`config.mk`:
```
export PLATFORM = sky130hd
export DESIGN_NAME = pipid_front
export DESIGN_NICKNAME = d
export VERILOG_FILES = /design/src/rtl/core/pipid_pkg.sv /design/src/rtl/core/pipid_front.sv
export SDC_FILE = /design/constraint.sdc
export NUM_CORES = 1
export LEC_CHECK = 0
export ABC_AREA = 1
export BUFFER_PORTS_ARGS = -buffer_cell sky130_fd_sc_hd__buf_2
export CORE_MARGIN = 2
export CORE_UTILIZATION = 50
export DETAILED_ROUTE_END_ITERATION = 8
export GPL_ROUTABILITY_DRIVEN = 0
export PLACE_DENSITY = 0.74
export SYNTH_ARGS = -nofsm -noshare
export SYNTH_HDL_FRONTEND = slang
export SYNTH_SLANG_ARGS = --single-unit
```
`constraint.sdc`:
```
create_clock -name clk_i -period 4.6 [get_ports clk_i]
set_input_delay 0.23 -clock clk_i [delete_from_list [all_inputs] [get_ports clk_i]]
set_output_delay 0.23 -clock clk_i [all_outputs]
set_load 0.03 [all_outputs]
```
`src/rtl/core/pipid_pkg.sv`:
```
// ----------------------------------------------------------------------------
// pipid_pkg
// Shared types, constants and fixed-point helpers for the PID controller.
// ----------------------------------------------------------------------------
package pipid_pkg;

  localparam int unsigned FRAC_BITS = 16;
  localparam int unsigned DATA_W    = 32;
  localparam int unsigned LIMIT_W   = 31;
  localparam int unsigned CFG_IDX_W = 3;

  typedef enum logic [CFG_IDX_W-1:0] {
    CFG_MODE        = 3'd0,
    CFG_GAIN_P      = 3'd1,
    CFG_GAIN_I      = 3'd2,
    CFG_GAIN_D      = 3'd3,
    CFG_INTEG_LIMIT = 3'd4
  } cfg_idx_e;

  localparam logic [63:0] FRAC_MASK = 64'((64'd1 << FRAC_BITS) - 64'd1);
  localparam logic signed [DATA_W-1:0] S32_MAX = 32'sh7fff_ffff;
  localparam logic signed [DATA_W-1:0] S32_MIN = 32'sh8000_0000;

  typedef struct packed {
    logic                     mode_incremental;
    logic signed [DATA_W-1:0] gain_p;
    logic signed [DATA_W-1:0] gain_i;
    logic signed [DATA_W-1:0] gain_d;
    logic [LIMIT_W-1:0]       integ_limit;
  } cfg_t;

  typedef struct packed {
    logic signed [DATA_W-1:0] opnd_p;
    logic signed [DATA_W-1:0] opnd_i;
    logic signed [DATA_W-1:0] opnd_d;
    logic                     flag;
  } opnd_t;

  typedef struct packed {
    logic signed [2*DATA_W-1:0] prod_p;
    logic signed [2*DATA_W-1:0] prod_i;
    logic signed [2*DATA_W-1:0] prod_d;
    logic                       flag;
  } prod_t;

  function automatic logic ovf33(input logic signed [DATA_W:0] v);
    return v[DATA_W] ^ v[DATA_W-1];
  endfunction

  function automatic logic signed [DATA_W-1:0] sat33(input logic signed [DATA_W:0] v);
    logic signed [DATA_W-1:0] r;
    if (v[DATA_W] != v[DATA_W-1]) begin
      r = v[DATA_W] ? S32_MIN : S32_MAX;
    end else begin
      r = v[DATA_W-1:0];
    end
    return r;
  endfunction

  // Scales a full product down by the fraction width, rounding toward zero.
  function automatic logic signed [2*DATA_W-1:0] qscale(
      input logic signed [2*DATA_W-1:0] p);
    logic signed [2*DATA_W-1:0] q;
    q = p >>> FRAC_BITS;
    if (p[2*DATA_W-1] && (|(p & FRAC_MASK))) begin
      q = q + 64'sd1;
    end
    return q;
  endfunction

  function automatic logic ovf64(input logic signed [2*DATA_W-1:0] q);
    return (q > 64'(S32_MAX)) || (q < 64'(S32_MIN));
  endfunction

  function automatic logic signed [DATA_W-1:0] sat64(input logic signed [2*DATA_W-1:0] q);
    logic signed [DATA_W-1:0] r;
    if (q > 64'(S32_MAX)) begin
      r = S32_MAX;
    end else if (q < 64'(S32_MIN)) begin
      r = S32_MIN;
    end else begin
      r = q[DATA_W-1:0];
    end
    return r;
  endfunction

endpackage

```
`src/rtl/core/pipid_front.sv`:
```
// ----------------------------------------------------------------------------
// pipid_front
// Error differences, clamped integrator and multiplier operand selection.
// ----------------------------------------------------------------------------
module pipid_front (
  input  logic                                clk_i,
  input  logic                                rst_ni,
  input  pipid_pkg::cfg_t                     cfg_i,
  input  logic                                in_valid_i,
  output logic                                in_ready_o,
  input  logic signed [pipid_pkg::DATA_W-1:0] err_sample_i,
  output logic                                ops_valid_o,
  input  logic                                ops_ready_i,
  output pipid_pkg::opnd_t                    ops_o
);

  localparam int unsigned W = pipid_pkg::DATA_W;

  logic                 valid_q;
  logic                 fire;
  logic signed [W-1:0]  prev_err_q;
  logic signed [W-1:0]  integ_q;
  logic signed [W-1:0]  prev_delta_q;
  logic signed [W:0]    d_full;
  logic signed [W:0]    ig_full;
  logic signed [W:0]    dd_full;
  logic signed [W-1:0]  d;
  logic signed [W-1:0]  ig_sat;
  logic signed [W-1:0]  ig;
  logic signed [W-1:0]  dd;
  logic signed [W-1:0]  lim;
  logic signed [W-1:0]  lim_neg;
  pipid_pkg::opnd_t     ops_d;
  pipid_pkg::opnd_t     ops_q;

  assign in_ready_o  = !valid_q || ops_ready_i;
  assign fire        = in_valid_i && in_ready_o;
  assign ops_valid_o = valid_q;
  assign ops_o       = ops_q;

  always_comb begin
    d_full  = (W+1)'(err_sample_i) - (W+1)'(prev_err_q);
    d       = pipid_pkg::sat33(d_full);
    ig_full = (W+1)'(integ_q) + (W+1)'(err_sample_i);
    ig_sat  = pipid_pkg::sat33(ig_full);
    lim     = $signed({1'b0, cfg_i.integ_limit});
    lim_neg = -lim;
    ig      = ig_sat;
    if (ig_sat > lim) begin
      ig = lim;
    end
    if (ig_sat < lim_neg) begin
      ig = lim_neg;
    end
    dd_full = (W+1)'(d) - (W+1)'(prev_delta_q);
    dd      = pipid_pkg::sat33(dd_full);

    ops_d.opnd_p = err_sample_i;
    if (cfg_i.mode_incremental) begin
      ops_d.opnd_i = d;
      ops_d.opnd_d = dd;
      ops_d.flag   = pipid_pkg::ovf33(d_full) | pipid_pkg::ovf33(dd_full);
    end else begin
      ops_d.opnd_i = ig;
      ops_d.opnd_d = d;
      ops_d.flag   = pipid_pkg::ovf33(d_full) | pipid_pkg::ovf33(ig_full);
    end
  end

  always_ff @(posedge clk_i or negedge rst_ni) begin
    if (!rst_ni) begin
      valid_q      <= 1'b0;
      prev_err_q   <= '0;
      integ_q      <= '0;
      prev_delta_q <= '0;
    end else begin
      if (in_ready_o) begin
        valid_q <= in_valid_i;
      end
      if (fire) begin
        prev_err_q <= err_sample_i;
        if (cfg_i.mode_incremental) begin
          prev_delta_q <= d;
        end else begin
          integ_q <= ig;
        end
      end
    end
  end

  always_ff @(posedge clk_i) begin
    if (fire) begin
      ops_q <= ops_d;
    end
  end

  // After each request taken in positional mode the integrator is within the configured band.
  assert property (@(posedge clk_i) disable iff (!rst_ni)
    fire && !cfg_i.mode_incremental |=>
      (integ_q <= $signed({1'b0, $past(cfg_i.integ_limit)})) &&
      (integ_q >= -$signed({1'b0, $past(cfg_i.integ_limit)})))
    else $error("integrator outside its limit");

  // Controller state moves only when a request is taken.
  assert property (@(posedge clk_i) disable iff (!rst_ni)
    !fire |=> $stable(prev_err_q) && $stable(integ_q) && $stable(prev_delta_q))
    else $error("controller state changed without a request");

endmodule

```
==> results.cfg, run 1 <==
[status]
status = did not finish
lastStage = 5_1_grt
tool.error = [ERROR GRT-0232] Routing congestion too high. Check the congestion heatmap in the GUI.

[synthesis]
synth_edf_count = 97
yosysSeqAreaShare_pct = 29.8
syn_avg_cell_area_um2 = 6.65
yosys_warnings = 0
syn_inst = 2690
synthesis.area_um2 = 17900
ys_ff_latch = 194
synth-main-ff-cell = edfxtp_1
synth_cell_types = 45
async_flop_share_pct = 50.0
syn_nets = 3020

[floorplan]
rows = 69
die_w_um = 193
die_h_um = 193
initial_utilization_pct = 50.6
io_pins = 263

[clock_network]
cts.sinks = 194
cts-root-buf = clkbuf_16
cts_buffers = 17
cts-htree-levels = 4
cts_buffer_depth = 2

[place]
dp_cells = 3785
hpwl_mm = 55.9
io_buffers = 166

[global_routing]
overflow = 102
grt_max_degree = 80
track_usage_pct = 71.5

[timing]
crit_endpoint = ops_o[63]$_DFFE_PP_/D
worst-ep-kind = register data pin
[layer usage]
metal,GRT overflow,global-route usage [%]
met5,0,14.5
met4,41,72.6
met3,1,57.4
met2,60,88.0
met1,0,71.1
[synthesized netlist by cell type, types with 5 or more instances]
master / number / area [µm²]
or2_2: 5 / 31.3
dfrtp_1: 97 / 2430
o21bai_1: 10 / 75.1
buf_2: 22 / 110
buf_4: 6 / 45.0
nand2_2: 24 / 150
nor3_1: 24 / 120
nand3b_1: 11 / 82.6
xor2_1: 36 / 315
edfxtp_1: 97 / 2910
inv_2: 6 / 22.5
buf_6: 5 / 56.3
nor2_2: 5 / 31.3
nand4_1: 53 / 332
nand3_1: 266 / 1330
nor4_1: 9 / 56.3
xnor2_1: 18 / 158
nand2_4: 5 / 56.3
o21a_1: 8 / 60.1
ha_1: 163 / 2040
o21ai_0: 121 / 606
nand2_1: 898 / 3370
inv_1: 383 / 1440
nor2_1: 140 / 526
clkbuf_1: 40 / 150
a21oi_1: 165 / 826
o21ai_1: 21 / 105
a21o_1: 16 / 120
[through the flow]
stage                     instance area, µm²  TNS, ns  utilization (%)  setup slack, ns
after CTS                              26100   -10.63             73.6           -0.253
after detailed placement               23200   -54.90             65.5           -0.846
after global placement                 23200   -47.13             65.5           -0.722
after floorplan                        17900        0                -           0.0277
[logic make-up after synthesis]
group           share of synthesized area (%)
compound gates                           10.6
xor+xnor                                 2.64
flops                                    29.8
buf+inv                                  10.3
fa+ha+maj                                11.7
simple gates                             34.9
[repair_timing]
action                     in CTS
cloned                          9
hold endpoints to repair       57
pin swaps                      73
buffers inserted               72
setup endpoints to repair      97
hold buffers                    1
gates resized for setup       340
==> inputs of run 2 (changes only) <==
- CORE_UTILIZATION: 50 -> 35
- PLACE_DENSITY: 0.74 -> not set
- PLACE_DENSITY_LB_ADDON: not set -> 0.15
- clock period: 4.6 -> 5.98 ns (I/O delays scaled with it)
==> run 2 against run 1 <==
  * The flow now finishes without violations
  * Synthesized cell count is the same
  * Area after synthesis is the same
==> results.cfg, run 2 <==
[route]
final_antenna_net_count = 0
via_count = 18209
firstDrtPassIters = 6
drt_iter0_drc = 1590
totalWireLength_mm = 64.6
wire_per_inst_um = 18.3
via_per_inst = 5.16
route.detailed.drc = 0

[timing]
tightestPinTransition_ns = 1.16
relSlewSlack_pct = 22.4
post-route-period-util_pct = 93.4
fmax_mhz = 179
rsz0062_at_grt = yes
period_minus_slack_ns = 5.58
slew_viol_final = 0
hold_viol = 0
final-setup-viol-count = 0
finClkSkew_ns = 0.0268

[synthesis]
synth_top_area_share_pct = 18.8
yosysTopAreaCell = nand2_1
synthTopCellsByCount = nand2_1 (898), inv_1 (383), nand3_1 (266)
ys_ff_latch = 194
yosys_warnings = 0
yosysSeqAreaShare_pct = 29.8
synth_cell_types = 45
ys_top_cells_by_area = nand2_1 (19%), edfxtp_1 (16%), dfrtp_1 (14%)
syn_inst = 2690
yosysMostFrequentCell = nand2_1
synthesis.area_um2 = 17900
synth_edf_count = 97
syn_nets = 3020
async_flop_share_pct = 50.0
synth-main-ff-cell = edfxtp_1
syn_avg_cell_area_um2 = 6.65

[global_routing]
grt_pass1_wl_mm = 99.0
antenna_found_initial = 2
grt_pass1_vias = 17413
overflow = 0
track_usage_pct = 24.4
grt_max_degree = 97

[floorplan]
design.core.area_um2 = 50300
die_w_um = 230
rows = 82
initial_utilization_pct = 35.6
fp.dieArea_um2 = 52900
die_h_um = 230
io_pins = 263

[setup_path]
critPathSlowestCell = dfrtp_1
critPathKind = reg -> reg
arrival_ns = 5.94
crit_family = simple AND/OR/NAND/NOR gates
crit_path_start_kind = register
path_max_fanout = 24
path_common_cell = nand2_1
cpPeakStageDelay_ns = 0.38
critical_path_required_ns = 6.33
cp.buffers_inverters = 5
endpoint_kind = register

[clock_network]
cts.sinks = 194
post-cts-setup-buffers = 0
path_clk_slew_ns = 0.07
cts-root-buf = clkbuf_16
cts_buffer_depth = 2
cts_buffers = 17
cts-htree-levels = 4
cts_tree = done
clock_latency_ns = 0.51

[place]
io_buffers = 166
placed_area_um2 = 19600
hpwl_mm = 52.5

[final_layout]
nets = 3169
drive_gt1_share_pct = 10.7
final_area_um2 = 20200
largest_reg_flops = 97
final_common_cell = nand2_1
fillers = 5477
syn_to_final_growth_pct = 13.0
final_cell_mix = nand2_1 (897), inv_1 (383), nand3_1 (266)

[worst_hold_path]
hold_class = in -> reg

[job]
maxCapViolations = 0

[status]
status = finished, final reports clean
## run 2: timing repair
item / CTS / global route
resized for setup: 0 / 13
hold endpoints to repair: 43 / 0
setup endpoints to repair: 0 / 34
hold buffers: 1 / 0
## run 2: cell families (layout without fill, tap and decap cells)
| group | count (synthesis) | in the layout | synth area share (%) |
|---|---|---|---|
| buffers and inverters | 467 | 629 | 10.3 |
| flip-flops | 194 | 194 | 29.8 |
| AND/OR/NAND/NOR | 1455 | 1455 | 34.9 |
| XOR/XNOR | 54 | 54 | 2.64 |
| other | 0 | 2 | 0 |
| adder cells (fa/ha/maj) | 166 | 166 | 11.7 |
| AO/OA/AOI/OAI | 354 | 354 | 10.6 |
## run 2: worst paths after layout
| check | startpoint | endpoint | slack, ns | cells after the start |
|---|---|---|---|---|
| max | integ_q[3] | ops_o[38] | 0.40 | 32 |
| max in group asynchronous | rst_ni | integ_q[27] | 4.41 | 3 |
| min | err_sample_i[15] | ops_o[80] | 0.09 | 1 |
| max reg2reg | integ_q[3] | ops_o[38] | 0.40 | 32 |
| min reg2reg | prev_delta_q[13] | prev_delta_q[13] | 0.49 | 2 |
| min in group asynchronous | rst_ni | prev_err_q[3] | 0.36 | 2 |
## run 2: final cells by class
type,count,area (µm²),share of cell area (%)
Inverter,390,1470,7.27
Multi-Input combinational cell,2029,10700,53.1
Tap cell,672,841,4.16
Antenna cell,2,5.00,0.0247
Sequential cell,194,5340,26.4
Timing Repair Buffer,207,1230,6.06
Clock inverter,14,166,0.823
Clock buffer,18,429,2.12
## run 2: routing by layer
metal  part of all wire [%]  track usage (%)
met1                     44             31.2
met5                      0                0
met3                    5.1             2.96
met4                    2.8             8.08
met2                     48             42.3
## run 2: stage by stage
stage | std cells | setup WS [ns] | hold slack, ns | utilization [%] | TNS [ns]
2_1_floorplan | 2690 | 0.905 | 0.00341 | - | 0
3_3_place_gp | 3491 | 0.279 | 0.355 | 38.9 | 0
5_1_grt | 3524 | -0.0319 | 0.0641 | 40.2 | -0.0350
3_5_place_dp | 3491 | 0.224 | 0.362 | 38.9 | 0
4_1_cts | 3524 | 0.413 | 0.0579 | 40.1 | 0
6_report | 3526 | 0.396 | 0.0857 | 40.2 | 0
Power of run 2 is left out: the tool's default activity adds up to more than one toggle a clock period on the data nets, which glitch-free logic cannot reach.
