File: src/rtl/core/pipid_pkg.sv
// ----------------------------------------------------------------------------
// pipid_pkg
// Shared types, constants and fixed-point helpers for the PID controller.
// ----------------------------------------------------------------------------
package pipid_pkg;

  localparam int unsigned FRAC_BITS = 16;
  localparam int unsigned DATA_W    = 32;
  localparam int unsigned LIMIT_W   = 31;
  localparam int unsigned CFG_IDX_W = 3;

  typedef enum logic [CFG_IDX_W-1:0] {
    CFG_MODE        = 3'd0,
    CFG_GAIN_P      = 3'd1,
    CFG_GAIN_I      = 3'd2,
    CFG_GAIN_D      = 3'd3,
    CFG_INTEG_LIMIT = 3'd4
  } cfg_idx_e;

  localparam logic [63:0] FRAC_MASK = 64'((64'd1 << FRAC_BITS) - 64'd1);
  localparam logic signed [DATA_W-1:0] S32_MAX = 32'sh7fff_ffff;
  localparam logic signed [DATA_W-1:0] S32_MIN = 32'sh8000_0000;

  typedef struct packed {
    logic                     mode_incremental;
    logic signed [DATA_W-1:0] gain_p;
    logic signed [DATA_W-1:0] gain_i;
    logic signed [DATA_W-1:0] gain_d;
    logic [LIMIT_W-1:0]       integ_limit;
  } cfg_t;

  typedef struct packed {
    logic signed [DATA_W-1:0] opnd_p;
    logic signed [DATA_W-1:0] opnd_i;
    logic signed [DATA_W-1:0] opnd_d;
    logic                     flag;
  } opnd_t;

  typedef struct packed {
    logic signed [2*DATA_W-1:0] prod_p;
    logic signed [2*DATA_W-1:0] prod_i;
    logic signed [2*DATA_W-1:0] prod_d;
    logic                       flag;
  } prod_t;

  function automatic logic ovf33(input logic signed [DATA_W:0] v);
    return v[DATA_W] ^ v[DATA_W-1];
  endfunction

  function automatic logic signed [DATA_W-1:0] sat33(input logic signed [DATA_W:0] v);
    logic signed [DATA_W-1:0] r;
    if (v[DATA_W] != v[DATA_W-1]) begin
      r = v[DATA_W] ? S32_MIN : S32_MAX;
    end else begin
      r = v[DATA_W-1:0];
    end
    return r;
  endfunction

  // Scales a full product down by the fraction width, rounding toward zero.
  function automatic logic signed [2*DATA_W-1:0] qscale(
      input logic signed [2*DATA_W-1:0] p);
    logic signed [2*DATA_W-1:0] q;
    q = p >>> FRAC_BITS;
    if (p[2*DATA_W-1] && (|(p & FRAC_MASK))) begin
      q = q + 64'sd1;
    end
    return q;
  endfunction

  function automatic logic ovf64(input logic signed [2*DATA_W-1:0] q);
    return (q > 64'(S32_MAX)) || (q < 64'(S32_MIN));
  endfunction

  function automatic logic signed [DATA_W-1:0] sat64(input logic signed [2*DATA_W-1:0] q);
    logic signed [DATA_W-1:0] r;
    if (q > 64'(S32_MAX)) begin
      r = S32_MAX;
    end else if (q < 64'(S32_MIN)) begin
      r = S32_MIN;
    end else begin
      r = q[DATA_W-1:0];
    end
    return r;
  endfunction

endpackage

File: src/rtl/core/pipid_back.sv
// ----------------------------------------------------------------------------
// pipid_back
// Product scaling, saturating output sum and the output register.
// ----------------------------------------------------------------------------
module pipid_back (
  input  logic                                 clk_i,
  input  logic                                 rst_ni,
  input  pipid_pkg::cfg_t                      cfg_i,
  input  logic                                 prod_valid_i,
  output logic                                 prod_ready_o,
  input  pipid_pkg::prod_t                     prod_i,
  output logic                                 out_valid_o,
  input  logic                                 out_ready_i,
  output logic signed [pipid_pkg::DATA_W-1:0]  drive_o,
  output logic                                 saturated_o
);

  localparam int unsigned W  = pipid_pkg::DATA_W;
  localparam int unsigned SW = W + 2;

  logic                  valid_q;
  logic                  fire;
  logic signed [W-1:0]   drive_q;
  logic                  sat_q;
  logic signed [2*W-1:0] q_p;
  logic signed [2*W-1:0] q_i;
  logic signed [2*W-1:0] q_d;
  logic signed [W-1:0]   t_p;
  logic signed [W-1:0]   t_i;
  logic signed [W-1:0]   t_d;
  logic signed [W-1:0]   acc;
  logic signed [SW-1:0]  total;
  logic signed [W-1:0]   drive_d;
  logic                  sat_d;

  assign prod_ready_o = !valid_q || out_ready_i;
  assign fire         = prod_valid_i && prod_ready_o;
  assign out_valid_o  = valid_q;
  assign drive_o      = drive_q;
  assign saturated_o  = sat_q;

  always_comb begin
    q_p   = pipid_pkg::qscale(prod_i.prod_p);
    q_i   = pipid_pkg::qscale(prod_i.prod_i);
    q_d   = pipid_pkg::qscale(prod_i.prod_d);
    t_p   = pipid_pkg::sat64(q_p);
    t_i   = pipid_pkg::sat64(q_i);
    t_d   = pipid_pkg::sat64(q_d);
    acc   = cfg_i.mode_incremental ? drive_q : '0;
    total = SW'(acc) + SW'(t_p) + SW'(t_i) + SW'(t_d);
    sat_d = prod_i.flag | pipid_pkg::ovf64(q_p) | pipid_pkg::ovf64(q_i) |
            pipid_pkg::ovf64(q_d);
    if (total > SW'(pipid_pkg::S32_MAX)) begin
      drive_d = pipid_pkg::S32_MAX;
      sat_d   = 1'b1;
    end else if (total < SW'(pipid_pkg::S32_MIN)) begin
      drive_d = pipid_pkg::S32_MIN;
      sat_d   = 1'b1;
    end else begin
      drive_d = total[W-1:0];
    end
  end

  // In incremental mode the drive register doubles as the running output accumulator.
  always_ff @(posedge clk_i or negedge rst_ni) begin
    if (!rst_ni) begin
      valid_q <= 1'b0;
      drive_q <= '0;
      sat_q   <= 1'b0;
    end else begin
      if (prod_ready_o) begin
        valid_q <= prod_valid_i;
      end
      if (fire) begin
        drive_q <= drive_d;
        sat_q   <= sat_d;
      end
    end
  end

  // A delivered result with nothing behind it leaves the output empty.
  assert property (@(posedge clk_i) disable iff (!rst_ni)
    valid_q && out_ready_i && !prod_valid_i |=> !valid_q)
    else $error("output stayed valid after delivery");

  // The accumulator changes only when a new result is loaded.
  assert property (@(posedge clk_i) disable iff (!rst_ni)
    !fire |=> $stable(drive_q) && $stable(sat_q))
    else $error("output changed without a new result");

endmodule
File: config.mk
export PLATFORM = sky130hd
export DESIGN_NAME = pipid_back
export DESIGN_NICKNAME = d
export VERILOG_FILES = /design/src/rtl/core/pipid_pkg.sv /design/src/rtl/core/pipid_back.sv
export SDC_FILE = /design/constraint.sdc
export NUM_CORES = 1
export LEC_CHECK = 0
export BUFFER_PORTS_ARGS = -buffer_cell sky130_fd_sc_hd__buf_2
export CAP_MARGIN = 20
export CORE_AREA = 2 2 139 141
export CTS_CLUSTER_DIAMETER = 60
export DETAILED_ROUTE_END_ITERATION = 10
export DIE_AREA = 0 0 141 143
export GPL_ROUTABILITY_DRIVEN = 0
export GPL_TIMING_DRIVEN = 1
export PLACE_DENSITY = 0.8
export REMOVE_ABC_BUFFERS = 1
export SLEW_MARGIN = 20
export SYNTH_ARGS = -nofsm -noshare
export SYNTH_HDL_FRONTEND = slang
export SYNTH_SLANG_ARGS = --single-unit
File: constraint.sdc
create_clock -name clk_i -period 10 [get_ports clk_i]
set_input_delay 0.5 -clock clk_i [delete_from_list [all_inputs] [get_ports clk_i]]
set_output_delay 0.5 -clock clk_i [all_outputs]
set_load 0.03 [all_outputs]
# Word-level counts from Yosys, hierarchy flattened
# Index checks and enable logic that the tools add are counted.
[word_totals] out_inout_bits=35 reg_bits=34 input_bits=325 elab_cells=46
[op_classes] n_reduce_logical=12 n_addsub=6 n_lt_le_gt_ge=8 n_bitwise=3 mux=14
[ops] operator="32-bit two-way mux" count=9
[ops] operator="64-bit by 32-bit > comparator with 1-bit output (second input constant)" count=3
[ops] operator="64-bit by 32-bit less-than comparator with 1-bit output (second input constant)" count=3
[ops] operator="64-bit two-way mux" count=3
[ops] operator="48-bit by 2-bit adder with 49-bit output (second input constant)" count=3
[ops] operator="16-bit OR reduction" count=3
[ops] operator="33-bit by 32-bit adder with 34-bit output" count=1
[ops] operator="34-bit by 32-bit adder with 34-bit output" count=1
[ops] operator="34-bit by 32-bit > comparator with 1-bit output (second input constant)" count=1
[ops] operator="34-bit by 32-bit less-than comparator with 1-bit output (second input constant)" count=1
[ops] operator="32-bit by 32-bit adder with 33-bit output" count=1
[ops] operator="1-bit logical AND" count=4
[ops] operator="1-bit logical OR" count=4
[ops] operator="1-bit OR" count=3
[ops] operator="1-bit two-way mux" count=2
[ops] operator="1-bit zero test" count=1

# Longest topological paths before layout
# Gate-level depths: netlist (run 1).
[depth] ltp_word=12 mapped_depth=29 mapped_depth_nobuf=26

# Least setup slack after synthesis (run 1)
# OpenSTA, ideal clock, no wires.
[synth_timing] kind="input -> register" start="input prod_i[157] in the netlist's numbering" end="register drive_q[25], in the netlist drive_o[25]" required_ns=9.874 n_path_buf=1 slack_ns=3.134 arrival_time_ns=6.740 setup_ns=0.126 cell_stages=25 path_cell_list="nand4_1 -> nor4_1 -> nor3b_1 -> and4_1 -> mux2_2 -> nor2_1 -> a21oi_1 -> o41ai_4 -> clkbuf_2 -> o21ai_0 -> fa_1 -> inv_1 -> fa_1 -> inv_1 -> ha_1 -> a211o_1 -> a2111oi_0 -> nor3_1 -> nor4_2 -> o21ai_1 -> o21ai_1 -> xor2_1 -> o21ai_2 -> and2_1 -> a221o_1"
[synth_between] elab_chain_cells=11 elab_cells_between_ends=13 classes_between="4 x add/sub; 4 x order compare; 5 x mux"
[synth_rtl] element="from (decl)" line="pipid_back.sv:11" source="input pipid_pkg::prod_t prod_i,"
[synth_rtl] element="48-bit by 2-bit adder with 49-bit output" line="pipid_pkg.sv:66" source="q = q + 64'sd1;"
[synth_rtl] element="64-bit two-way mux *" line="pipid_pkg.sv:65" source="if (p[2*DATA_W-1] && (|(p & FRAC_MASK))) begin"
[synth_rtl] element="64-bit by 32-bit less-than comparator with 1-bit output" line="pipid_pkg.sv:79" source="end else if (q < 64'(S32_MIN)) begin"
[synth_rtl] element="32-bit two-way mux" line="pipid_pkg.sv:79"
[synth_rtl] element="32-bit two-way mux *" line="pipid_pkg.sv:77" source="if (q > 64'(S32_MAX)) begin"
[synth_rtl] element="32-bit by 32-bit adder with 33-bit output *" line="pipid_back.sv:50" source="total = SW'(acc) + SW'(t_p) + SW'(t_i) + SW'(t_d);"
[synth_rtl] element="33-bit by 32-bit adder with 34-bit output *" line="pipid_back.sv:50"
[synth_rtl] element="34-bit by 32-bit adder with 34-bit output *" line="pipid_back.sv:50"
[synth_rtl] element="34-bit by 32-bit less-than comparator with 1-bit output" line="pipid_back.sv:56" source="end else if (total < SW'(pipid_pkg::S32_MIN)) begin"
[synth_rtl] element="32-bit two-way mux" line="pipid_back.sv:56"
[synth_rtl] element="32-bit two-way mux *" line="pipid_back.sv:53" source="if (total > SW'(pipid_pkg::S32_MAX)) begin"
[synth_rtl] element="to (signal assigned)" line="pipid_back.sv:75" source="drive_q <= drive_d;"
[synth_rtl] element="to (decl)" line="pipid_back.sv:23" source="logic signed [W-1:0] drive_q;"
# Mark *: on every way between the ends. The rest lies on a longest branch, timed or not.
# A chain may end at the register's enable or synchronous reset.

# Worst setup path in the final report (run 1)
[layout_timing] start="input prod_i[67] in the netlist's numbering" end="register drive_q[14], in the netlist drive_o[14]"
[layout_between] elab_chain_cells=11 elab_cells_between_ends=13 classes_between="2 x add/sub; 4 x order compare; 5 x mux; 2 x reduce/logical"
[layout_rtl] element="16-bit OR reduction *" line="pipid_pkg.sv:65"
[layout_rtl] element="1-bit logical AND *" line="pipid_pkg.sv:65"
[layout_rtl] element="64-bit two-way mux *" line="pipid_pkg.sv:65"
[layout_rtl] element="64-bit by 32-bit less-than comparator with 1-bit output" line="pipid_pkg.sv:79"
[layout_rtl] element="32-bit two-way mux" line="pipid_pkg.sv:79"
[layout_rtl] element="32-bit two-way mux *" line="pipid_pkg.sv:77"
[layout_rtl] element="33-bit by 32-bit adder with 34-bit output *" line="pipid_back.sv:50"
[layout_rtl] element="34-bit by 32-bit adder with 34-bit output *" line="pipid_back.sv:50"
[layout_rtl] element="34-bit by 32-bit less-than comparator with 1-bit output" line="pipid_back.sv:56"
[layout_rtl] element="32-bit two-way mux" line="pipid_back.sv:56"
[layout_rtl] element="32-bit two-way mux *" line="pipid_back.sv:53"
# Marked as above.

==> results of run 1 <==
cell usage in the layout, fill, tap and decap left out, drive strengths merged, types with 8 or more instances in the layout:
master | netlist | routed
nand4 | 51 | 51
fa | 65 | 65
buf | 6 | 242
and2 | 14 | 14
a21o | 18 | 18
diode | 0 | 8
nor3 | 37 | 37
inv | 134 | 134
o21ai | 126 | 126
dfrtp | 34 | 34
and4 | 13 | 13
nor2 | 104 | 104
nand2 | 142 | 142
and3 | 31 | 31
xor2 | 69 | 69
o21a | 12 | 12
nor4 | 26 | 26
nand2b | 12 | 12
nand3 | 69 | 69
xnor2 | 62 | 62
a21oi | 71 | 71
ha | 36 | 36
cell families after synthesis:
group,after synthesis,synth area share
AO/OA/AOI/OAI,289,0.192
XOR/XNOR,131,0.127
adder cells (fa/ha/maj),101,0.194
buffers and inverters,181,0.0776
flip-flops,34,0.0942
multiplexers,13,0.0152
AND/OR/NAND/NOR,528,0.300
cell type report:
| class | count | area [um2] |
|---|---|---|
| inverters | 134 | 503 |
| clock inverters | 1 | 5.00 |
| clock buffers | 7 | 143 |
| flip-flops and latches | 34 | 851 |
| multi-input cells | 1062 | 7490 |
| repair buffers | 242 | 1250 |
| fillers | 1760 | 8030 |
| well taps | 234 | 293 |
| diodes | 8 | 20.0 |
synthesized netlist by cell type, types with 34 or more instances:
cell type  count  area (um2)
nor3_1        34         170
nand2_1      141         529
nand3_1       67         335
o21ai_0      121         606
nor2_1       103         387
xnor2_1       62         543
xor2_1        69         604
clkbuf_1      36         135
fa_1          65        1300
ha_1          36         450
a21oi_1       70         350
inv_1        134         503
nand4_1       51         319
dfrtp_1       34         851
how the worst max path moves through the flow:
stage,from,cells after the start,to
after floorplan,prod_i[157],24,saturated_o
after global placement,prod_i[159],28,drive_o[17]
after detailed placement,prod_i[75],26,drive_o[10]
after CTS,prod_i[75],26,drive_o[10]
after global routing,prod_i[67],26,drive_o[16]
final,prod_i[67],26,drive_o[14]
layer usage:
layer,wire length [um],track usage
met1,13400,0.440
met2,14700,0.518
met3,4940,0.0929
met4,1180,0.0984
met5,65,0
report_power, final:
group | switching [mW] | internal, mW | total, mW | leakage, nW
combinational | 1.21 | 0.712 | 1.92 | 4.26
clock | 0.0650 | 0.0990 | 0.164 | 0.0739
sequential | 0.0633 | 0.205 | 0.268 | 0.369
state kept, by name, indices dropped and copies added, names as in the netlist:
name         flops
drive_o         32
saturated_o      1
out_valid_o      1
==> results.json, run 1 <==
{
  "status": "finished, final reports clean",
  "post-place-ws_ps": 1430,
  "fin_nets": 1905,
  "syn_to_final_growth_pct": 16.8,
  "die_w_um": 141,
  "leakagePower_nw": 4.70,
  "numCtsBuffers": 5,
  "ys.flop_type": "dfrtp_1",
  "crit_family": "compound AO/OA/AOI/OAI gates",
  "placed_area_mm2": 0.0104,
  "path_class": "input pin to register",
  "ant_nets": 0,
  "grt_max_degree": 35,
  "peakVddDrop_mv": 0.136,
  "totalWireLength_um": 34300,
  "finalHoldViolations": 0,
  "finalNonFillerCells": 1722,
  "drtIter0Drc": 1005,
  "slowest_stage": "nor4_1",
  "cap_violations": 0,
  "reg2regPathDepth": 16,
  "r2r_end": "drive_o[14]",
  "async_flop_share": 1.00,
  "antenna_found_initial": 12,
  "dp_cells": 1706,
  "setup_ws_ps": 1370,
  "dr.pass1.iters": 8,
  "die_y_um": 143,
  "avgSynthCellArea_um2": 7.08,
  "drc_errors": 0,
  "dp_hpwl_um": 28900,
  "hold_buffers": 0,
  "crit_required_ps": 10160,
  "power_mw": 2.35,
  "worstHoldPathType": "input pin to async pin",
  "cts_sinks": 34,
  "grt_use_total": 0.329,
  "place.port_buffers": 232,
  "rows": 50,
  "slew_violations": 0,
  "end_kind": "register",
  "grt_pass1_wl_um": 51700,
  "critPathMaxFanout": 32,
  "crit_buf_inv": 4,
  "grt_pass1_vias": 9554,
  "critPathMaxStageDelay_ps": 850,
  "synth_cells": 1277,
  "yosysUniqueCellTypes": 69,
  "fmax_ghz": 0.116,
  "finalSetupTns_ps": 0,
  "core_mm2": 0.0186,
  "arrival_ps": 8790,
  "synth-seq-area-share": 0.0942,
  "start_util": 0.486,
  "routedWlPerCell_um": 19.9,
  "cts_setup_buffers": 0,
  "final_area_mm2": 0.0106,
  "finClkSkew_ps": 7.89,
  "start_kind": "input pin",
  "cts_tree": "yes",
  "maxSlewHeadroom": 0.348,
  "synth_warnings": 0,
  "cts_root_buf": "clkbuf_16",
  "cts.clk_slew.worst_paths_ps": 60,
  "r2r_setup_slack_ps": 5390,
  "ys_ff_latch": 34,
  "worst_pin_slew_ps": 970,
  "fin_crit_sh": 0.863,
  "final_util": 0.568,
  "drive_gt1_frac": 0.191,
  "clk_latency_ps": 290,
  "synth_edf_count": 0,
  "period_minus_slack_ps": 8630,
  "netlist_area_mm2": 0.00903,
  "cts_buffer_depth": 2,
  "ios": 360,
  "cts_resized": 0,
  "rr_startpoint": "drive_o[1]",
  "via_per_inst": 6.16,
  "power_density_mw_per_mm2": 223,
  "setup_viol": 0,
  "die_area_mm2": 0.0202,
  "grt_setup_unrepaired": "false",
  "h-tree-depth": 2,
  "vias": 10600,
  "grt_overflow_total": 0,
  "hold-worst-slack_ps": 327
}
No activity file was read; power rests on OpenSTA's default activity.
==> inputs of run 2 (changes only) <==
==> config.mk (replaced) <==
export PLATFORM = sky130hd
export DESIGN_NAME = pipid_back
export DESIGN_NICKNAME = d
export VERILOG_FILES = /design/src/rtl/core/pipid_pkg.sv /design/src/rtl/core/pipid_back.sv
export SDC_FILE = /design/constraint.sdc
export NUM_CORES = 1
export LEC_CHECK = 0
export CAP_MARGIN = 20
export CORE_AREA = 2 2 142 144
export CTS_CLUSTER_DIAMETER = 60
export DETAILED_ROUTE_END_ITERATION = 10
export DIE_AREA = 0 0 144 146
export DONT_BUFFER_PORTS = 1
export GPL_ROUTABILITY_DRIVEN = 0
export GPL_TIMING_DRIVEN = 1
export SLEW_MARGIN = 20
export SYNTH_ARGS = -nofsm -noshare
export SYNTH_HDL_FRONTEND = slang
export SYNTH_SLANG_ARGS = --single-unit
==> results.json, run 2 (synthesis results as in run 1) <==
{
  "status": "finished, final reports clean",
  "period_minus_slack_ps": 8380,
  "drive_gt1_frac": 0.0409,
  "core_mm2": 0.0193,
  "cts_buffer_depth": 2,
  "grt_use_total": 0.293,
  "clk_latency_ps": 290,
  "fmax_ghz": 0.119,
  "drc_errors": 0,
  "cts_sinks": 34,
  "r2r_setup_slack_ps": 5230,
  "power_density_mw_per_mm2": 230,
  "hold-worst-slack_ps": 33.6,
  "start_util": 0.467,
  "setup_viol": 0,
  "ios": 360,
  "finalSetupTns_ps": 0,
  "worst_pin_slew_ps": 1050,
  "cts.clk_slew.worst_paths_ps": 60,
  "cts_root_buf": "clkbuf_16",
  "grt_overflow_total": 0,
  "routedWlPerCell_um": 20.5,
  "finalHoldViolations": 0,
  "slew_violations": 0,
  "critPathMaxFanout": 20,
  "leakagePower_nw": 3.81,
  "end_kind": "register",
  "cts_tree": "yes",
  "dr.pass1.iters": 6,
  "largest_reg_flops": 32,
  "finClkSkew_ps": 5.31,
  "rr_startpoint": "drive_o[1]",
  "die_w_um": 144,
  "grt_pass1_vias": 8695,
  "cap_violations": 0,
  "final_cell_mix": "nand2_1 (141), inv_1 (134), o21ai_0 (121)",
  "placed_area_mm2": 0.00924,
  "power_mw": 2.17,
  "rows": 51,
  "grt_setup_unrepaired": "false",
  "die_area_mm2": 0.0210,
  "numCtsBuffers": 5,
  "r2r_end": "drive_o[26]",
  "peakVddDrop_mv": 0.141,
  "place.port_buffers": 0,
  "syn_nets": 1703,
  "arrival_ps": 8540,
  "start_kind": "input pin",
  "grt_max_degree": 35,
  "cts_setup_buffers": 0,
  "final_common_cell": "nand2_1",
  "antenna_found_initial": 5,
  "path_class": "input pin to register",
  "crit_required_ps": 10160,
  "via_per_inst": 5.99,
  "maxSlewHeadroom": 0.297,
  "fin_nets": 1672,
  "vias": 9090,
  "die_y_um": 146,
  "ant_nets": 0,
  "h-tree-depth": 2,
  "dp_hpwl_um": 26900,
  "reg2regPathDepth": 16,
  "n_fill_cell": 2015,
  "grt_pass1_wl_um": 48000,
  "totalWireLength_um": 31100,
  "syn_to_final_growth_pct": 4.50,
  "fin_crit_sh": 0.838,
  "worstHoldPathType": "input pin to async pin",
  "final_area_mm2": 0.00944,
  "drtIter0Drc": 741
}
[run 2: cell types whose count changed in the layout (fill, tap and decap cells not counted)]
cell	before	now
diode_2	8	5
a21oi_4	0	1
clkbuf_8	1	3
buf_4	9	8
a21oi_2	2	1
clkinv_2	1	0
buf_2	232	0
clkbuf_1	1	0
[run 2: routing by layer]
layer,up-vias,part of all wire,GRT usage
met3,50,0.095,0.0754
li1,4392,-,-
met2,363,0.46,0.470
met5,-,0,0
met1,4285,0.42,0.383
met4,0,0.027,0.0980
[run 2: per-stage QoR]
step | setup WS, ps | cells | util
final | 1620 | 1517 | 0.488
after global routing | 1080 | 1515 | 0.488
after CTS | 1690 | 1512 | 0.487
after detailed placement | 1430 | 1503 | 0.478
after global placement | 1490 | 1503 | 0.478
after floorplan | 3130 | 1277 | -
[run 2: repair_timing]
item / in CTS / in global routing
hold buffers: 1 / 0
endpoints found under the hold margin: 34 / 0
endpoints found under the setup margin: 0 / 0
resized for setup: 0 / 0
[run 2: where the power goes]
part	internal, mW	leakage, nW	switching, mW
Sequential	0.202	0.369	0.188
Combinational	0.641	3.36	0.970
Clock	0.113	0.0832	0.0584
Total	0.956	3.81	1.22
[run 2: critical path: stages]
cell	delay [ps]
nor4_1	680
nand4_1	340
and4_1	420
and3_1	240
o21a_1	170
nor4_1	200
a21o_1	130
nand4_1	150
o41ai_4	760
o21ai_0	280
fa_1	580
inv_1	80
fa_1	530
inv_1	40
ha_1	340
nor2b_1	160
o31a_1	280
o31a_1	260
o21ai_1	440
nand4_1	240
and3_1	200
nor3_1	500
a21oi_1	280
nor2_2	260
buf_4	300
a21oi_1	110
[run 2: layout make-up]
cell class | count | area, um2 | area share
inverter | 134 | 503 | 0.0533
sequential | 34 | 851 | 0.0901
timing repair buffer | 9 | 80.1 | 0.00848
multi-input combinational | 1062 | 7500 | 0.794
antenna | 5 | 12.5 | 0.00133
clock buffer | 8 | 166 | 0.0176
tap | 265 | 332 | 0.0351
[run 2: worst max-delay path by stage]
stage	depth (start not counted)	slack [ps]	from	endpoint
2_1_floorplan	25	3130	prod_i[157]	drive_o[25]
3_3_place_gp	26	1490	prod_i[131]	drive_o[6]
6_report	26	1620	prod_i[131]	drive_o[26]
5_1_grt	26	1080	prod_i[131]	drive_o[26]
3_5_place_dp	26	1430	prod_i[131]	drive_o[9]
4_1_cts	26	1690	prod_i[131]	drive_o[26]
==> inputs of run 3 (changes only) <==
--- a/config.mk
+++ b/config.mk
@@ -5,14 +5,16 @@
 export SDC_FILE = /design/constraint.sdc
 export NUM_CORES = 1
 export LEC_CHECK = 0
+export ABC_AREA = 1
 export CAP_MARGIN = 20
-export CORE_AREA = 2 2 142 144
+export CORE_AREA = 2 2 109 190
 export CTS_CLUSTER_DIAMETER = 60
 export DETAILED_ROUTE_END_ITERATION = 10
-export DIE_AREA = 0 0 144 146
+export DIE_AREA = 0 0 111 192
 export DONT_BUFFER_PORTS = 1
 export GPL_ROUTABILITY_DRIVEN = 0
 export GPL_TIMING_DRIVEN = 1
+export PLACE_DENSITY = 0.77
 export SLEW_MARGIN = 20
 export SYNTH_ARGS = -nofsm -noshare
 export SYNTH_HDL_FRONTEND = slang
==> constraint.sdc (replaced) <==
create_clock -name clk_i -period 6.72 [get_ports clk_i]
set_input_delay 0.336 -clock clk_i [delete_from_list [all_inputs] [get_ports clk_i]]
set_output_delay 0.336 -clock clk_i [all_outputs]
set_load 0.03 [all_outputs]
==> results.json, run 3 <==
{
  "hold_buffers": 2,
  "vias": 13200,
  "cts_sinks": 34,
  "grt_overflow_total": 0,
  "drive_gt1_frac": 0.0618,
  "routedWlPerCell_um": 17.2,
  "peakVddDrop_mv": 0.464,
  "synth_cells": 2074,
  "die_y_um": 192,
  "final_cell_mix": "nand2_1 (656), nor2_1 (401), inv_1 (247)",
  "async_flop_share": 1.00,
  "yosysUniqueCellTypes": 50,
  "cp_common_cell": "nand2_1",
  "start_util": 0.593,
  "fin_nets": 2480,
  "path_class": "input pin to register",
  "use_met1": 0.390,
  "setup_viol": 0,
  "worst_pin_slew_ps": 915,
  "top_usage_layer": "met2",
  "period_minus_slack_ps": 6180,
  "worstHoldPathType": "input pin to register",
  "cts_tree": "yes",
  "grt_pass1_wl_um": 61500,
  "drc_errors": 0,
  "power_density_mw_per_mm2": 275,
  "start_kind": "input pin",
  "grt_use_total": 0.360,
  "crit_buf_inv": 4,
  "totalWireLength_um": 39500,
  "end_kind": "register",
  "via_per_inst": 5.73,
  "placed_area_mm2": 0.0118,
  "rows": 68,
  "critPathMaxStageDelay_ps": 540,
  "avgSynthCellArea_um2": 5.62,
  "synth_most_common_cell": "nand2_1",
  "finalHoldViolations": 0,
  "regArea_um2": 851,
  "maxSlewHeadroom": 0.390,
  "numCtsBuffers": 5,
  "final_area_mm2": 0.0120,
  "cts_setup_buffers": 0,
  "dp_hpwl_um": 34600,
  "crit_family": "simple AND/OR/NAND/NOR gates",
  "crit_required_ps": 6920,
  "fmax_ghz": 0.162,
  "synth_warnings": 0,
  "ios": 360,
  "h-tree-depth": 2,
  "clk_latency_ps": 280,
  "slowest_stage": "fa_1",
  "hold-worst-slack_ps": 347,
  "slew_violations": 0,
  "cap_violations": 0,
  "arrival_ps": 6380,
  "drtIter0Drc": 914,
  "multi_input_area_mm2": 0.00958,
  "final_common_cell": "nand2_1",
  "synth_top_cells_by_count": "nand2_1 (656), nor2_1 (401), inv_1 (247)",
  "met2_usage": 0.613,
  "ys.flop_type": "dfrtp_1",
  "synth_top_area_share": 0.211,
  "status": "finished, final reports clean",
  "netlist_area_mm2": 0.0116,
  "synth_area_leaders": "nand2_1 (21%), nor2_1 (13%), fa_1 (11%), inv_1 (8.0%), dfrtp_1 (7.3%)",
  "finClkSkew_ps": 1.99,
  "syn_nets": 2500,
  "syn_to_final_growth_pct": 2.84,
  "yosys.area.top_type": "nand2_1",
  "synth_edf_count": 0,
  "grt_max_degree": 35,
  "finalSetupTns_ps": 0,
  "grt_setup_unrepaired": "false",
  "grt_pass1_vias": 12600,
  "n_fill_cell": 1999,
  "antenna_found_initial": 0,
  "core_mm2": 0.0197,
  "cts.clk_slew.worst_paths_ps": 50,
  "cts_resized": 0,
  "die_area_mm2": 0.0213,
  "critPathMaxFanout": 18,
  "dr.pass1.iters": 6,
  "num_antenna_cells": 0,
  "use_met3": 0.0716,
  "largest_reg_flops": 32,
  "ys_ff_latch": 34,
  "die_w_um": 111,
  "ant_nets": 0,
  "final_util": 0.609,
  "place.port_buffers": 0,
  "fin_crit_sh": 0.920,
  "cts_root_buf": "clkbuf_16",
  "synth-seq-area-share": 0.0731,
  "cts_buffer_depth": 2,
  "leakagePower_nw": 5.43,
  "power_mw": 3.30
}
==> run 3: logic make-up (layout without fill, tap and decap cells) <==
kind of cell,Yosys count,count (layout),share of synthesized area
AO/OA/AOI/OAI,221,221,0.110
buffers and inverters,297,278,0.105
AND/OR/NAND/NOR,1306,1306,0.474
adder cells (fa/ha/maj),101,101,0.150
flip-flops,34,34,0.0731
XOR/XNOR,115,115,0.0865
==> run 3: layout make-up <==
class	count	share of cell area
clock inverters	1	0.000418
clock buffers	7	0.0119
repair buffers	13	0.0104
flip-flops and latches	34	0.0710
well taps	245	0.0256
multi-input cells	1743	0.800
inverters	257	0.0810
==> run 3: path summary, 6_finish.rpt <==
kind / to / depth (start not counted) / startpoint / slack, ps
max: drive_o[15] / 33 / prod_i[145] / 540
min: out_valid_o / 2 / prod_valid_i / 350
max reg2reg: drive_o[15] / 18 / drive_o[1] / 2860
min reg2reg: drive_o[0] / 2 / drive_o[0] / 720
max in group asynchronous: saturated_o / 2 / rst_ni / 6050
min in group asynchronous: drive_o[4] / 2 / rst_ni / 500
==> run 3: power breakdown <==
| group | internal, mW | switching [mW] | total (mW) |
|---|---|---|---|
| sequential | 0.305 | 0.286 | 0.592 |
| combinational | 0.931 | 1.55 | 2.48 |
| clock | 0.147 | 0.0794 | 0.226 |
==> run 3: metal layers <==
metal  share of wire  wire [um]  vias to the layer above
li1                -          -                     6448
met1            0.36      14100                     5776
met2            0.46      18300                      722
met3           0.088       3480                      225
met4           0.093       3670                        0
met5               0          0                        -
==> run 3: through the flow <==
stage / instances / setup WS, ps
2_1_floorplan: 2074 / 1450
3_3_place_gp: 2290 / 464
3_5_place_dp: 2290 / 365
4_1_cts: 2300 / 633
5_1_grt: 2300 / 43.5
6_report: 2300 / 540
==> run 3: worst reg2reg max path: cells and delay by family, from the launching register on <==
| family | cells | cell delay (ps) |
|---|---|---|
| DFF | 1 | 490 |
| AOI/OAI and AO/OA | 5 | 910 |
| adders and majority gates | 3 | 1060 |
| xor gates and xnor gates | 1 | 250 |
| and+or+nand+nor | 5 | 490 |
| buffers and inverters | 4 | 540 |
